### config.mk
export PLATFORM = sky130hd
export DESIGN_NAME = mspi_alu
export DESIGN_NICKNAME = d
export VERILOG_FILES = /design/src/rtl/mspi_pkg.sv /design/src/rtl/mspi_alu.sv
export SDC_FILE = /design/constraint.sdc
export NUM_CORES = 1
export LEC_CHECK = 0
export BUFFER_PORTS_ARGS = -buffer_cell sky130_fd_sc_hd__buf_2
export CAP_MARGIN = 20
export CORE_ASPECT_RATIO = 0.75
export CORE_MARGIN = 2
export CORE_UTILIZATION = 50
export DETAILED_ROUTE_END_ITERATION = 8
export PLACE_DENSITY = 0.94
export SLEW_MARGIN = 20
export SYNTH_ARGS = -nofsm -noshare
export SYNTH_HDL_FRONTEND = slang
export SYNTH_SLANG_ARGS = --single-unit
### constraint.sdc
create_clock -name vclk -period 5.6
set_input_delay 1.12 -clock vclk [all_inputs]
set_output_delay 1.12 -clock vclk [all_outputs]
set_load 0.01 [all_outputs]
### src/rtl/mspi_pkg.sv
// Shared types and constants of the multi-slot interval profiler.
// Item payloads, action, status and register codes, fixed datapath widths.
// No dependencies.
`timescale 1ns / 1ps
`default_nettype none

package mspi_pkg;

  localparam int FIELD_W   = 48;
  localparam int TOTAL_W   = 64;
  localparam int STOPS_W   = 32;
  localparam int ALU_W     = 64;
  localparam int DIV_STEPS = 64;
  localparam int CNT_W     = 6;
  localparam int CFG_IDX_W = 2;
  localparam int CFG_VAL_W = 2;

  typedef enum logic [2:0] {
    ACT_START = 3'd0,
    ACT_STOP  = 3'd1,
    ACT_PAUSE = 3'd2,
    ACT_RESET = 3'd3,
    ACT_QUERY = 3'd4
  } action_e;

  typedef enum logic [1:0] {
    ST_OK            = 2'd0,
    ST_INACTIVE      = 2'd1,
    ST_NEVER_STARTED = 2'd2,
    ST_NO_TIME       = 2'd3
  } status_e;

  typedef enum logic [1:0] {
    TM_NONE = 2'd0,
    TM_CPU  = 2'd1,
    TM_REAL = 2'd2
  } tmode_e;

  typedef enum logic [CFG_IDX_W-1:0] {
    CFG_ENABLE    = 2'd0,
    CFG_TIME_MODE = 2'd1
  } cfg_reg_e;

  typedef struct packed {
    logic [2:0]         action;
    logic [3:0]         slot;
    logic [FIELD_W-1:0] now;
  } in_item_t;

  typedef struct packed {
    logic [1:0]         status;
    logic [FIELD_W-1:0] elapsed_ticks;
    logic [FIELD_W-1:0] last_ticks;
    logic [TOTAL_W-1:0] total_ticks;
    logic [FIELD_W-1:0] min_ticks;
    logic [FIELD_W-1:0] max_ticks;
    logic [TOTAL_W-1:0] average_ticks;
    logic [STOPS_W-1:0] stop_count;
    logic               is_paused;
  } out_item_t;

  typedef struct packed {
    logic [CFG_IDX_W-1:0] index;
    logic [CFG_VAL_W-1:0] value;
  } cfg_item_t;

  typedef struct packed {
    logic             sub;
    logic [ALU_W-1:0] a;
    logic [ALU_W-1:0] b;
  } alu_req_t;

endpackage

`default_nettype wire

### src/rtl/mspi_alu.sv
// Shared add/subtract unit with carry out.
// Depends on mspi_pkg for the request type and width.
`timescale 1ns / 1ps
`default_nettype none

module mspi_alu
  import mspi_pkg::*;
(
  input  alu_req_t       req_i,
  output logic [ALU_W:0] sum_o
);

  logic [ALU_W-1:0] b_inv;

  assign b_inv = req_i.b ^ {ALU_W{req_i.sub}};
  assign sum_o = {1'b0, req_i.a} + {1'b0, b_inv} + (ALU_W + 1)'(req_i.sub);

endmodule

`default_nettype wire

# Word level (Yosys, flattened, before mapping)
# Index checks and enable logic that the tools add are counted.
dict set report word_totals {
  reg_bits 0
  elab_cells 3
  inputBits 129
}
dict set report op_classes {
  n_bitwise 1
  add_sub_neg 2
}
# operator count
set ops {}
lappend ops {{$add 64x64->65} 1}
lappend ops {{$add 65x1->65} 1}
lappend ops {{$xor 64x64->64} 1}

# Logic depth before layout (Yosys ltp)
dict set report logic_depth {
  depth_word 3
  ltp_mapped 14
  mapped_depth_nobuf 12
}

# Least setup slack after synthesis
# No wires, ideal clock.
dict set report synth_timing {
  path_type {input-to-output}
  start {input port req_i[128] (netlist bit)}
  end {output port sum_o[63]}
  path_stages 13
  path_buffers 2
  t_arrival_ps 4101
  slack_ps 379
  cell_sequence {buf_2 -> buf_1 -> xor2_1 -> ha_1 -> nand4_2 -> or4_4 -> or2_4 -> o211ai_2 -> a221oi_2 -> a211oi_2 -> nor3_2 -> o31ai_2 -> xor2_1}
}
dict set report synth_between {
  elab_chain_len 3
}
# element line_no
set synth_lines {}
lappend synth_lines {{start: declaration} mspi_alu.sv:9} ;# input alu_req_t req_i,
lappend synth_lines {{$xor 64x64->64} mspi_alu.sv:15} ;# assign b_inv = req_i.b ^ {ALU_W{req_i.sub}};
lappend synth_lines {{$add 64x64->65} mspi_alu.sv:16} ;# assign sum_o = {1'b0, req_i.a} + {1'b0, b_inv} + (ALU_W + 1)'(req_i.sub);
lappend synth_lines {{$add 65x1->65 (*)} mspi_alu.sv:16}
lappend synth_lines {{end: declaration} mspi_alu.sv:10} ;# output logic [ALU_W:0] sum_o
# Mark *: on every way between the ends. The rest lies on a longest branch, timed or not.

# Worst setup path in the final report
dict set report layout_timing {
  start {input port req_i[128] (netlist bit)}
  end {output port sum_o[51]}
}
# Same word-level chain as after synthesis.

==> metrics.csv <==
stage,metric,value,unit
status,status,completed,
cells_and_area,fillers,807,
timing,maxSlewHeadroom,0.668,
synth,synth_top_area_share,0.190,
timing,finalSetupTns,0,ns
route,drc,0,
synth,synth_cells,636,
route,wl_per_cell,15.9,um
worst_setup_path,slowest_delay,0.58,ns
route,vias,5527,
timing,clock.fmax,0.184,GHz
power_and_ir_drop,total_power,1.10,mW
timing,final_hold_viol_count,0,
power_and_ir_drop,switching_share,0.584,
worst_setup_path,crit_path_max_fanout,30,
route,drtIter0Drc,461,
timing,tightestPinTransition,0.486,ns
synth,yosysUniqueCellTypes,71,
synth,synth_top_cell_by_area,ha_1,
synth,synth_area,0.00455,mm^2
power_and_ir_drop,cellInternalPower,459,uW
route,detail-route-antenna-nets,0,
power_and_ir_drop,p_seq_frac,0,
worst_setup_path,cp-start-kind,input port,
power_and_ir_drop,comb_power_share,1.000,
placement,portBuffers,194,
synth,synth_area_leaders,"ha_1, xor2_1, a21oi_1, xnor2_1, a21o_1",
cells_and_area,drive_above_1_share,0.291,
synth,synth-seq-area-share,0,
worst_setup_path,path_class,input port to output port,
cells_and_area,diodes,0,
route,via_per_inst,5.97,
worst_setup_path,crit_chain,buf_6 -> buf_12 -> xor2_1 -> ha_1 -> nand4_1 -> or4_4 -> or2_4 -> o211ai_2 -> a221oi_2 -> a21oi_1 -> a21oi_2 -> o21ai_2 -> xnor2_1 -> buf_2,
synth,syn_nets,835,
power_and_ir_drop,switchingPower,644,uW
global_route,grt_pass1_wl,22900,um
power_and_ir_drop,p_leak,2.83,nW
timing,slew_viol_final,0,
cells_and_area,final_cell_mix,"buf_2, xor2_1, a21oi_1, ha_1, nand2_1",
global_route,grt_max_degree,31,
global_route,grt-ovfl-total,0,
cells_and_area,flops_and_latches,0,
global_route,grt_pass1_vias,4957,
synth,syn_area_per_cell,7.16,um^2
job,drv_cap,0,
floorplanning,die_h,86.7,um
clock_tree,ctsHoldBuffers,0,
cells_and_area,nets,1015,
route,dr.pass1.iters,5,
floorplanning,start_util,0.510,
worst_setup_path,crit_arrival,4.32,ns
floorplanning,dieArea,0.00990,mm^2
synth,synth_warnings,0,
cells_and_area,seq_area,0,um^2
cells_and_area,syn2layout_area_growth,24.0,%
worst_setup_path,end_kind,output port,
timing,fin_crit_sh,0.972,
floorplanning,io_pins,194,
placement,globalplace.congestion,1.04,
worst_setup_path,required,4.48,ns
placement,dpl.hpwl,12500,um
min_path,holdCritPathClass,input port to output port,
power_and_ir_drop,ir_drop,0.000115,V
timing,setup_viol,0,
floorplanning,coreArea,0.00893,mm^2
timing,min_period,5.44,ns
cells_and_area,final_common_cell,buf_2,
cells_and_area,multiInputGateArea,0.00438,mm^2
timing,hold_slack,2.53,ns
power_and_ir_drop,pwr-share-clk,0,
global_route,grt_usage,0.273,
route,routed_wl,14800,um
global_route,antenna_found_initial,0,
floorplanning,rows,30,
timing,rsz0062_at_grt,false,
cells_and_area,nClkBuffers,0,
floorplanning,die_x,114,um
power_and_ir_drop,p_per_area,195,mW/mm^2
worst_setup_path,slowest_stage,or4_4,
layer usage:
metal	wire length, um	GRT usage	part of all wire
met1	6670	0.406	0.45
met2	6180	0.429	0.42
met3	1470	0.0210	0.099
met4	449	0.0576	0.030
met5	0	0	0
metrics by stage:
| stage | utilization | instances | setup slack [ns] | area, um^2 |
|---|---|---|---|---|
| after global placement | 0.625 | 925 | 0.0563 | 5590 |
| after detailed placement | 0.625 | 925 | 0.0720 | 5590 |
| after CTS | 0.625 | 925 | 0.0517 | 5590 |
| final | 0.632 | 926 | 0.157 | 5650 |
| after global routing | 0.632 | 926 | 0.0205 | 5650 |
| after floorplan | - | 636 | 0.379 | 4550 |
area by class of cell:
cell class                      count  share of cell area
Multi-Input combinational cell    592               0.776
Inverter                           20              0.0133
Tap cell                          112              0.0248
Timing Repair Buffer              202               0.186
what timing repair did:
item	CTS	global route
endpoints found under the setup margin	0	14
setup buffers	0	1
resized for setup	0	12
cells in the mapped netlist, drive strengths merged (3+ instances only):
master    n
o31ai     6
and2      7
a211oi    6
o21ai    38
inv      20
a311oi    4
a2111oi   6
o211ai    4
a21boi    5
and3      4
nor2     38
xor2     86
ha       69
nor3      7
o21a      5
nand3    10
clkbuf   10
o21bai   12
xnor2    37
nand4    15
a21o     35
a21oi    82
buf      12
or3       3
nand2b    5
nor2b     4
a31oi     8
nor4      5
nand2    61
power groups by stage:
stage                     Clock [mW]  Sequential (mW)  Combinational, mW
after global placement             0                0               1.05
after global routing               0                0               1.19
after detailed placement           0                0               1.06
after CTS                          0                0               1.07
after floorplan                    0                0              0.727
final                              0                0               1.10
kinds of logic after synthesis:
group / synth area share
AO/OA/AOI/OAI: 0.335
AND/OR/NAND/NOR: 0.182
XOR/XNOR: 0.237
adder cells (fa/ha/maj): 0.194
buffers and inverters: 0.0484
multiplexers: 0.00440
worst max-delay path: cells and delay by family:
family,cells,cell delay [ns]
AND/OR/NAND/NOR,3,1.05
AO/OA/AOI/OAI,5,0.91
buffers and inverters,3,0.49
adder cells (fa/ha/maj),1,0.45
XOR/XNOR,2,0.30
final timing paths:
path	from	end	slack [ns]	cells past startpoint
max	req_i[128]	sum_o[51]	0.16	14
min	req_i[64]	sum_o[0]	2.53	3
Power figures use the tool's default switching activity.
