--- config.mk ---
export PLATFORM = sky130hd
export DESIGN_NAME = mspi_ram
export DESIGN_NICKNAME = d
export VERILOG_FILES = /design/src/rtl/mspi_ram.sv
export SDC_FILE = /design/constraint.sdc
export NUM_CORES = 1
export LEC_CHECK = 0
export BUFFER_PORTS_ARGS = -buffer_cell sky130_fd_sc_hd__buf_4
export CORE_MARGIN = 5
export CORE_UTILIZATION = 25
export CTS_BUF_LIST = sky130_fd_sc_hd__clkbuf_2
export CTS_CLUSTER_SIZE = 30
export DETAILED_ROUTE_END_ITERATION = 16
export GPL_ROUTABILITY_DRIVEN = 0
export HOLD_SLACK_MARGIN = 0.02
export PLACE_DENSITY = 0.39
export RECOVER_POWER = 50
export SYNTH_ARGS = -nofsm -noshare
export SYNTH_HDL_FRONTEND = slang
export SYNTH_SLANG_ARGS = --single-unit
--- constraint.sdc ---
create_clock -name clk_i -period 2.1 [get_ports clk_i]
set_clock_uncertainty 0.05 [all_clocks]
set_input_delay 0.315 -clock clk_i [delete_from_list [all_inputs] [get_ports clk_i]]
set_output_delay 0.315 -clock clk_i [all_outputs]
set_load 0.005 [all_outputs]
--- src/rtl/mspi_ram.sv ---
// Generic single-write, single-read RAM with registered read data.
// No dependencies.
`timescale 1ns / 1ps
`default_nettype none

module mspi_ram #(
  parameter int WIDTH = 8,
  parameter int DEPTH = 16,
  localparam int AW = (DEPTH > 1) ? $clog2(DEPTH) : 1
) (
  input  logic             clk_i,
  input  logic             we_i,
  input  logic [AW-1:0]    waddr_i,
  input  logic [WIDTH-1:0] wdata_i,
  input  logic             re_i,
  input  logic [AW-1:0]    raddr_i,
  output logic [WIDTH-1:0] rdata_o
);

  logic [WIDTH-1:0] mem_q [DEPTH];
  logic [WIDTH-1:0] rdata_q;

  always_ff @(posedge clk_i) begin
    if (we_i) begin
      mem_q[waddr_i] <= wdata_i;
    end
    if (re_i) begin
      rdata_q <= mem_q[raddr_i];
    end
  end

  assign rdata_o = rdata_q;

endmodule

`default_nettype wire

### Word-level counts from Yosys, hierarchy flattened

Memory sizes are Yosys's and may differ from the RTL's. A register that Yosys moved wholly into a read port is not among the register bits.
Index checks and enable logic that the tools add are counted.

* input port bits: 19
* register bits after elaboration: 0
* bits in writable memories: 128
* memories kept: 1
* logic and storage cells: 3
* output and inout bits: 8

Memory list
* mem_q: depth 16, width 8, read ports 1, clocked after Yosys merged registers in 1, wr ports 1, line 20 `logic [WIDTH-1:0] mem_q [DEPTH];`

* mux-type cells: 2

Operator list (number)
* 1-bit 2-to-1 mux: 2

### Logic depth before layout (Yosys ltp)

Gate-level depths: netlist (run 1).

* depth in word-level cells: 2
* gate-level depth with buffers: 5
* depth with buffers taken out: 3

### Least setup slack after synthesis (run 1)

No wires, ideal clock.

* path type: input to register
* start point: input waddr_i[2]
* end point: memory mem_q[0][0] (enable)
* buffers on the path: 0
* required time: 1.667 ns
* path slack: 0.242 ns
* library setup time: 0.383 ns
* data arrival time: 1.425 ns
* cell stages on the path: 2
* path through: or3b_2 > nor3_1

RTL lines
* start: declaration: line 13 `input logic [AW-1:0] waddr_i,`
* end: declaration: line 20

Straight into the memory's write port.

### Final worst setup path (run 1)

* start point: register rdata_q[1] (netlist: rdata_o[1]), read port of mem_q
* end point: output rdata_o[1]

RTL lines
* start: declaration: line 21 `logic [WIDTH-1:0] rdata_q;`
* end: declaration: line 17 `output logic [WIDTH-1:0] rdata_o`

No word-level cell between the ends.

==> metrics, run 1 <==
leading area contributor after synthesis=edfxtp_1; Die X-Extent=155 um; Crit Path Max Fanout=1; most common cell in the netlist=edfxtp_1; Worst Reg-to-Reg Cells=3; fill count=2085; final hold vios=0; share of flip-flops with an asynchronous set or reset=0; root cell of the clock tree=clkbuf_2; P_leak=2.04 nW; fin cells=588; total grt overflow=0; Setup TNS Final=0 ns; Yosys Warn Count=0; Setup WS post-layout=0.401 ns; Post-Syn Instances=229; worst path cell trace=buf_4; H-tree Lvls=4; RSZ-0062 raised after global routing=false; dpl hpwl=7870 um; Slew headroom=0.494; largest net degree at the start of global routing=17; DRT iter0 DRCs=122; Die H=155 um; CP delay by family, top=flip-flops; EDFF count, synth=136; sequential fraction of the synthesis area=0.781; cell area after synthesis=5230 um2; Yosys reg bits=136; Final #Nets=319; Post-Place Cells=545; Post-CTS Setup Inserts=0; drt total wl=12100 um; Pwr Density=797 nW/um2; CTS Buf Count=17; Core Area=20800 um2; overall global routing resource usage=0.108; Buf/Inv on CP=1; kind of critical path=flop to output port; Yosys cell types=18; status=finished clean; number of cells on the critical path=1; DRC violations left=0; # IOs=27; Worst IR Drop VDD=0.238 mV; Worst EP arrival=1.33 ns; Place WS=0.0713 ns; first-pass GRT wire length=18300 um; layout cells sized above 1=0.281; TritonCTS Sinks=136; Synth Flop Type=edfxtp_1; Layout area overhead=19.3%; Clock transition at path regs=0.20 ns; Hold Crit Depth=3; Max Clk Rate=589 MHz; clk buf depth=2; CTS tree=built; Synth top cells by count=edfxtp_1, mux4_2, a22oi_1, mux4_1, nor2_1; max incr delay on CP=0.51 ns; drt first pass iters=4; Detail Route Antenna Nets=0; CP startpoint kind=flop; number of global-route vias before repair=2677; Critical Path RT=1.74 ns; WL/cell=20.7 um; crit end category=output port; Syn Nets=248; clk_lat worst skew=0.67 ns; top post-synthesis cells by area=edfxtp_1, mux4_2, mux4_1; Tcrit/Tclk final=0.809; PostCTS Resize Cnt=0; CP max-delay cell=edfxtp_1; Vias/cell=4.27; max-slew violation count=0; final setup violation count=0; Avg Inst Size Synth=22.8 um2; Tot Pwr=4.97 mW; via count=2510; ANT cells=0; initial cell density of the core=0.251; min Tclk post-route=1.70 ns; initial antenna violation count=0; die area=23900 um2; worst hold path class=input pin to flop; Placement Rows=53; share of the synthesized area in the top cell type=0.781; hold buffers post-CTS=9; Worst Tran Pin Value=0.760 ns; max-capacitance violation count=0; number of port buffers=26
## where the power goes
part	internal [mW]	switching [mW]	total (mW)
combinational	0.153	0.179	0.332
clock	0.675	0.893	1.57
sequential	3.06	0.0162	3.07
total	3.88	1.09	4.97
## through the flow
| step | utilization | hold WS (ns) | area [um2] |
|---|---|---|---|
| after floorplan | - | 0.364 | 5230 |
| after global placement | 0.285 | 0.591 | 5930 |
| after detailed placement | 0.285 | 0.596 | 5930 |
| after CTS | 0.301 | 0.0278 | 6260 |
| after global routing | 0.300 | 0.0272 | 6240 |
| final | 0.300 | 0.129 | 6240 |
## state kept, by name (all words and copies together) (netlist names)
register / cells
rdata_o: 8
mem_q: 128
## cell usage in the layout (no fill, tap or decap)
cell type / synthesis / routed
edfxtp_1: 136 / 136
nand2b_1: 2 / 2
or3b_2: 1 / 1
clkinv_4: 0 / 1
clkinv_1: 0 / 3
mux4_1: 14 / 14
nand2_1: 9 / 9
nor3_1: 4 / 4
clkinvlp_4: 0 / 1
and2_1: 1 / 1
nor2b_1: 1 / 1
nand3_1: 1 / 1
buf_12: 0 / 5
nand3b_1: 2 / 2
buf_4: 1 / 35
clkinv_2: 0 / 2
and2b_1: 1 / 1
bufinv_16: 0 / 3
dlygate4sd3_1: 0 / 11
clkbuf_1: 0 / 11
clkbuf_2: 0 / 22
a22oi_1: 16 / 16
nor2_1: 13 / 13
mux4_2: 18 / 18
## area by class of cell
| type | instances | area [um2] | area share |
|---|---|---|---|
| clock buffer | 22 | 110 | 0.0177 |
| clock inverter | 10 | 128 | 0.0205 |
| multi-input combinational | 83 | 1060 | 0.170 |
| sequential | 136 | 4080 | 0.655 |
| tap | 275 | 344 | 0.0552 |
| timing repair buffer | 62 | 514 | 0.0824 |
## final timing paths
check	start	endpoint	slack (ns)
worst max-delay path	rdata_o[1]	rdata_o[1]	0.40
worst min-delay path	waddr_i[1]	mem_q[12][6]	0.13
worst max register to register	mem_q[2][0]	rdata_o[0]	0.43
worst min register to register	mem_q[15][2]	rdata_o[2]	0.72
## routing by layer
layer,share of wire,global-route usage,vias up
met5,0,0,-
met4,0.0043,0.0290,0
met3,0.041,0.0336,6
met2,0.46,0.158,52
met1,0.49,0.156,1328
li1,-,-,1124
## cells by family after synthesis
family	after synthesis	synth area share
multiplexers	32	0.148
flip-flops	136	0.781
buffers and inverters	10	0.0165
AO/OA/AOI/OAI	16	0.0230
AND/OR/NAND/NOR	35	0.0314
No activity file was read; power rests on OpenSTA's default activity.
==> inputs of run 2 (changes only) <==
==> constraint.sdc (replaced) <==
create_clock -name clk_i -period 1.8 [get_ports clk_i]
set_clock_uncertainty 0.05 [all_clocks]
set_input_delay 0.27 -clock clk_i [delete_from_list [all_inputs] [get_ports clk_i]]
set_output_delay 0.27 -clock clk_i [all_outputs]
set_load 0.005 [all_outputs]
==> run 2 against run 1 <==
Total power is 25% higher. Sequential share of layout area is 1.5 points lower. Die area stayed put.
==> metrics, run 2 (synthesis gave the netlist of run 1 again) <==
status=finished clean; Crit Path Max Fanout=8 (+7); TritonCTS Sinks=136 (unchanged); Final #Nets=326 (+2.2%); fill count=2034 (-2.4%); Critical Path RT=2.14 ns (+0.40 ns); Placement Rows=53 (unchanged); CTS Buf Count=17 (unchanged); H-tree Lvls=4 (unchanged); max-slew violation count=0 (unchanged); RSZ-0062 raised after global routing=false; Core Area=20800 um2 (unchanged); Worst EP arrival=1.96 ns (+0.63 ns); number of global-route vias before repair=2621 (-2.1%); Tcrit/Tclk final=0.898; total grt overflow=0 (unchanged); Die X-Extent=155 um (unchanged); GRT Max-Usage Layer=met2; dpl hpwl=7920 um (+0.66%); Worst IR Drop VDD=0.968 mV (+310%); Pwr Density=971 nW/um2 (+22%); Die H=155 um (unchanged); Post-Place Cells=551 (+1.1%); first-pass GRT wire length=17800 um (-2.6%); Top reg by flops=mem_q; number of port buffers=26 (unchanged); clk buf depth=2 (unchanged); Slew headroom=0.398 (-0.0960); most common cell after layout, fill and taps aside=edfxtp_1; largest net degree at the start of global routing=18 (+1); # IOs=27 (unchanged); DRT iter0 DRCs=209 (+71%); Setup WS post-layout=0.184 ns (-0.217 ns); DRC violations left=0 (unchanged); clk_lat worst skew=0.68 ns (about the same); worst hold path class=input pin to flop; initial antenna violation count=1 (+1); CP startpoint kind=input pin; Worst Tran Pin Value=0.904 ns (+0.144 ns); Detail Route Antenna Nets=0 (unchanged); met1 GRT Util=0.143 (-0.0130); kind of critical path=input pin to flop; drt first pass iters=4 (unchanged); root cell of the clock tree=clkbuf_2; fin cells=595 (+1.2%); WL/cell=20.0 um (-3.3%); Clock transition at path regs=0.22 ns (+0.02 ns); CP most frequent cell=dlygate4sd3_1; Largest register FFs=128 (unchanged); overall global routing resource usage=0.105 (-0.00266); Layout area overhead=22.1%; CTS tree=built; Tot Pwr=6.19 mW (+25%); max incr delay on CP=0.62 ns (+0.11 ns); max-capacitance violation count=0 (unchanged); met2 Usage GRT=0.165 (+0.00624); CP max-delay cell=dlygate4sd3_1; Vias/cell=4.27 (about the same); worst path cell trace=dlygate4sd3_1 -> clkbuf_1 -> nor3_2 -> dlygate4sd3_1 -> buf_12; layout cells sized above 1=0.304 (+0.0229); final hold vios=0 (unchanged); Hold Slack=0.141 ns (+0.0122 ns); initial cell density of the core=0.251 (unchanged); via count=2542 (+1.3%); most frequent cells in the layout=edfxtp_1, buf_4, mux4_2, clkbuf_2, a22oi_1; crit end category=flop; min Tclk post-route=1.62 ns; placed standard-cell area=5990 um2 (+1.1%); drt total wl=11900 um (-2.1%); final setup violation count=0 (unchanged); Max Clk Rate=619 MHz; cell area after layout=6380 um2 (+2.3%); die area=23900 um2 (unchanged); M3 GR Usage=0.0339 (+0.000280); P_leak=2.10 nW (+2.8%); Place WS=-0.151 ns (-0.222 ns)
run 2: through the flow:
| stage | TNS (ns) | util |
|---|---|---|
| finish | 0 | 0.306 |
| detailed placement | -0.610 | 0.288 |
| CTS | 0 | 0.308 |
| floorplan | 0 | - |
| global route | 0 | 0.306 |
| global placement | -0.566 | 0.288 |
run 2: path summary, 6_finish.rpt:
path	start	end	slack, ns	cells past startpoint
min	raddr_i[2]	rdata_o[7]	0.14	4
min reg2reg	mem_q[7][3]	rdata_o[3]	0.74	3
max reg2reg	mem_q[7][6]	rdata_o[6]	0.23	4
max	waddr_i[1]	mem_q[0][2]	0.18	5
run 2: worst max-delay path, delay by kind of cell:
kind / cells / cell delay (ns)
AND/OR/NAND/NOR: 1 / 0.20
buffers and inverters: 4 / 1.48
run 2: report_power, final:
group	total [mW]	internal [mW]	leakage (nW)	switching, mW
clock	2.20	1.06	0.173	1.14
combinational	0.410	0.194	0.691	0.217
sequential	3.58	3.56	1.24	0.0164
total	6.19	4.82	2.10	1.37
run 2: area by class of cell:
class | count | area, um2 | area share
diodes | 1 | 2.50 | 0.000392
clock buffers | 17 | 85.1 | 0.0133
clock inverters | 14 | 221 | 0.0347
multi-input cells | 83 | 1060 | 0.166
flip-flops and latches | 136 | 4080 | 0.640
well taps | 275 | 344 | 0.0539
repair buffers | 69 | 582 | 0.0912
run 2: what timing repair did:
item                                   4_1_cts  5_1_grt
setup endpoints to repair                    0        0
endpoints found under the hold margin      168        0
setup buffers                                0        0
gates resized for setup                      0        0
hold buffers                                12        0
run 2: metal layers:
metal,wire [um],part of all wire
met4,98,0.0082
met2,5670,0.48
met1,5650,0.48
met5,0,0
met3,468,0.039
==> inputs of run 3 (changes only) <==
--- a/config.mk
+++ b/config.mk
@@ -14,7 +14,7 @@
 export GPL_ROUTABILITY_DRIVEN = 0
 export HOLD_SLACK_MARGIN = 0.02
 export PLACE_DENSITY = 0.39
-export RECOVER_POWER = 50
+export RECOVER_POWER = 100
 export SYNTH_ARGS = -nofsm -noshare
 export SYNTH_HDL_FRONTEND = slang
 export SYNTH_SLANG_ARGS = --single-unit
==> run 3 against run 2 <==
Flip-flop and latch count did not move. Fmax fell by 5.8%. Combinational power fell by 4%. Clock power barely moved. Via count rose by 0.12%.
==> metrics, run 3 (synthesis gave the netlist of run 1 again) <==
status=finished clean; CTS tree=built; Top reg by flops=mem_q; via count=2545 (+0.12%); Layout area overhead=20.3%; number of global-route vias before repair=2621 (unchanged); worst path cell trace=dlygate4sd3_1 -> clkbuf_1 -> nor3_1 -> dlygate4sd3_1 -> clkbuf_2; drt first pass iters=4 (unchanged); total grt overflow=0 (unchanged); CTS Buf Count=17 (unchanged); kind of critical path=input pin to flop; clk_lat worst skew=0.69 ns (about the same); PostCTS Resize Cnt=0 (unchanged); Detail Route Antenna Nets=0 (unchanged); fill count=2055 (+1.0%); P_leak=2.02 nW (-3.9%); initial antenna violation count=1 (unchanged); Worst Tran Pin Value=0.877 ns (-0.0266 ns); CP most frequent cell=dlygate4sd3_1; WL/cell=19.9 um (-0.23%); CP startpoint kind=input pin; Vias/cell=4.28 (+0.12%); most common cell after layout, fill and taps aside=edfxtp_1; Place WS=-0.151 ns (unchanged); initial cell density of the core=0.251 (unchanged); final hold vios=0 (unchanged); dpl hpwl=7920 um (unchanged); Crit Path Max Fanout=8 (unchanged); Largest register FFs=128 (unchanged); max incr delay on CP=0.57 ns (-0.05 ns); max-capacitance violation count=0 (unchanged); Pwr Density=983 nW/um2 (+1.3%); Worst EP arrival=2.02 ns (+0.06 ns); largest net degree at the start of global routing=18 (unchanged); min Tclk post-route=1.72 ns (+0.0995 ns); Final #Nets=326 (unchanged); Hold Slack=0.143 ns (+0.00185 ns); number of port buffers=26 (unchanged); RSZ-0062 raised after global routing=false; CP max-delay cell=dlygate4sd3_1; clk buf depth=2 (unchanged); Placement Rows=53 (unchanged); Tcrit/Tclk final=0.953 (+0.0553); DRT iter0 DRCs=187 (-11%); Setup WS post-layout=0.0846 ns (-0.0995 ns); Post-CTS Setup Inserts=0 (unchanged); root cell of the clock tree=clkbuf_2; Core Area=20800 um2 (unchanged); layout cells sized above 1=0.241 (-0.0627); hold buffers post-CTS=12 (unchanged); DRC violations left=0 (unchanged); Max Clk Rate=583 MHz (-5.8%); Slew headroom=0.415 (+0.0178); drt total wl=11900 um (-0.23%); Post-Place Cells=551 (unchanged); Critical Path RT=2.11 ns (-0.03 ns); Die X-Extent=155 um (unchanged); post-layout util=0.302 (-0.00439); TritonCTS Sinks=136 (unchanged); crit end category=flop; Clock transition at path regs=0.22 ns (about the same); Buf/Inv on CP=4 (unchanged); CP delay by family, top=buffers and inverters; first-pass GRT wire length=17800 um (unchanged); worst hold path class=input pin to flop; die area=23900 um2 (unchanged); Worst IR Drop VDD=0.970 mV (+0.23%); max-slew violation count=0 (unchanged); Setup TNS Final=0 ns (unchanged); # IOs=27 (unchanged); overall global routing resource usage=0.105 (unchanged); fin cells=595 (unchanged); H-tree Lvls=4 (unchanged); Die H=155 um (unchanged); most frequent cells in the layout=edfxtp_1, clkbuf_1, mux4_2, clkbuf_2, a22oi_1; final setup violation count=0 (unchanged)
## run 3: changes by cell type in the layout (fill, tap and decap cells not counted), sizes merged
cell	delta
clkbuf	+27
buf	-27
## run 3: worst reg2reg max path, delay by kind of cell, from the launching register on
kind | cells | cell delay [ns]
compound gates | 1 | 0.18
mux | 1 | 0.52
simple gates | 1 | 0.08
buf+inv | 1 | 0.22
flops | 1 | 0.41
## run 3: path summary, 6_finish.rpt
check,slack [ns],cells after the start,endpoint,start
max,0.08,5,mem_q[0][2],waddr_i[1]
min,0.14,4,rdata_o[7],raddr_i[2]
max reg2reg,0.16,4,rdata_o[6],mem_q[7][6]
min reg2reg,0.74,3,rdata_o[3],mem_q[6][3]
## run 3: per-stage QoR
stage               power [mW]  instance area (um2)
finish                    6.18                 6290
CTS                       6.31                 6420
floorplan                 3.83                 5230
global route              6.46                 6290
global placement          4.06                 5990
detailed placement        4.07                 5990
## run 3: cell type report
| class | instances | area (um2) | share of cell area |
|---|---|---|---|
| flip-flops and latches | 136 | 4080 | 0.649 |
| clock buffers | 17 | 85.1 | 0.0135 |
| diodes | 1 | 2.50 | 0.000398 |
| repair buffers | 69 | 495 | 0.0788 |
| clock inverters | 14 | 221 | 0.0352 |
| multi-input cells | 83 | 1060 | 0.168 |
| well taps | 275 | 344 | 0.0547 |
## run 3: where the power goes
group / leakage (nW) / total [mW] / switching (mW) / internal, mW
Combinational: 0.609 / 0.394 / 0.214 / 0.180
Clock: 0.173 / 2.21 / 1.14 / 1.06
Sequential: 1.24 / 3.58 / 0.0161 / 3.56
## run 3: routing by layer
metal	routed length [um]	global-route usage
met1	5440	0.143
met2	5640	0.165
met3	676	0.0339
met5	0	0
met4	98	0.0278
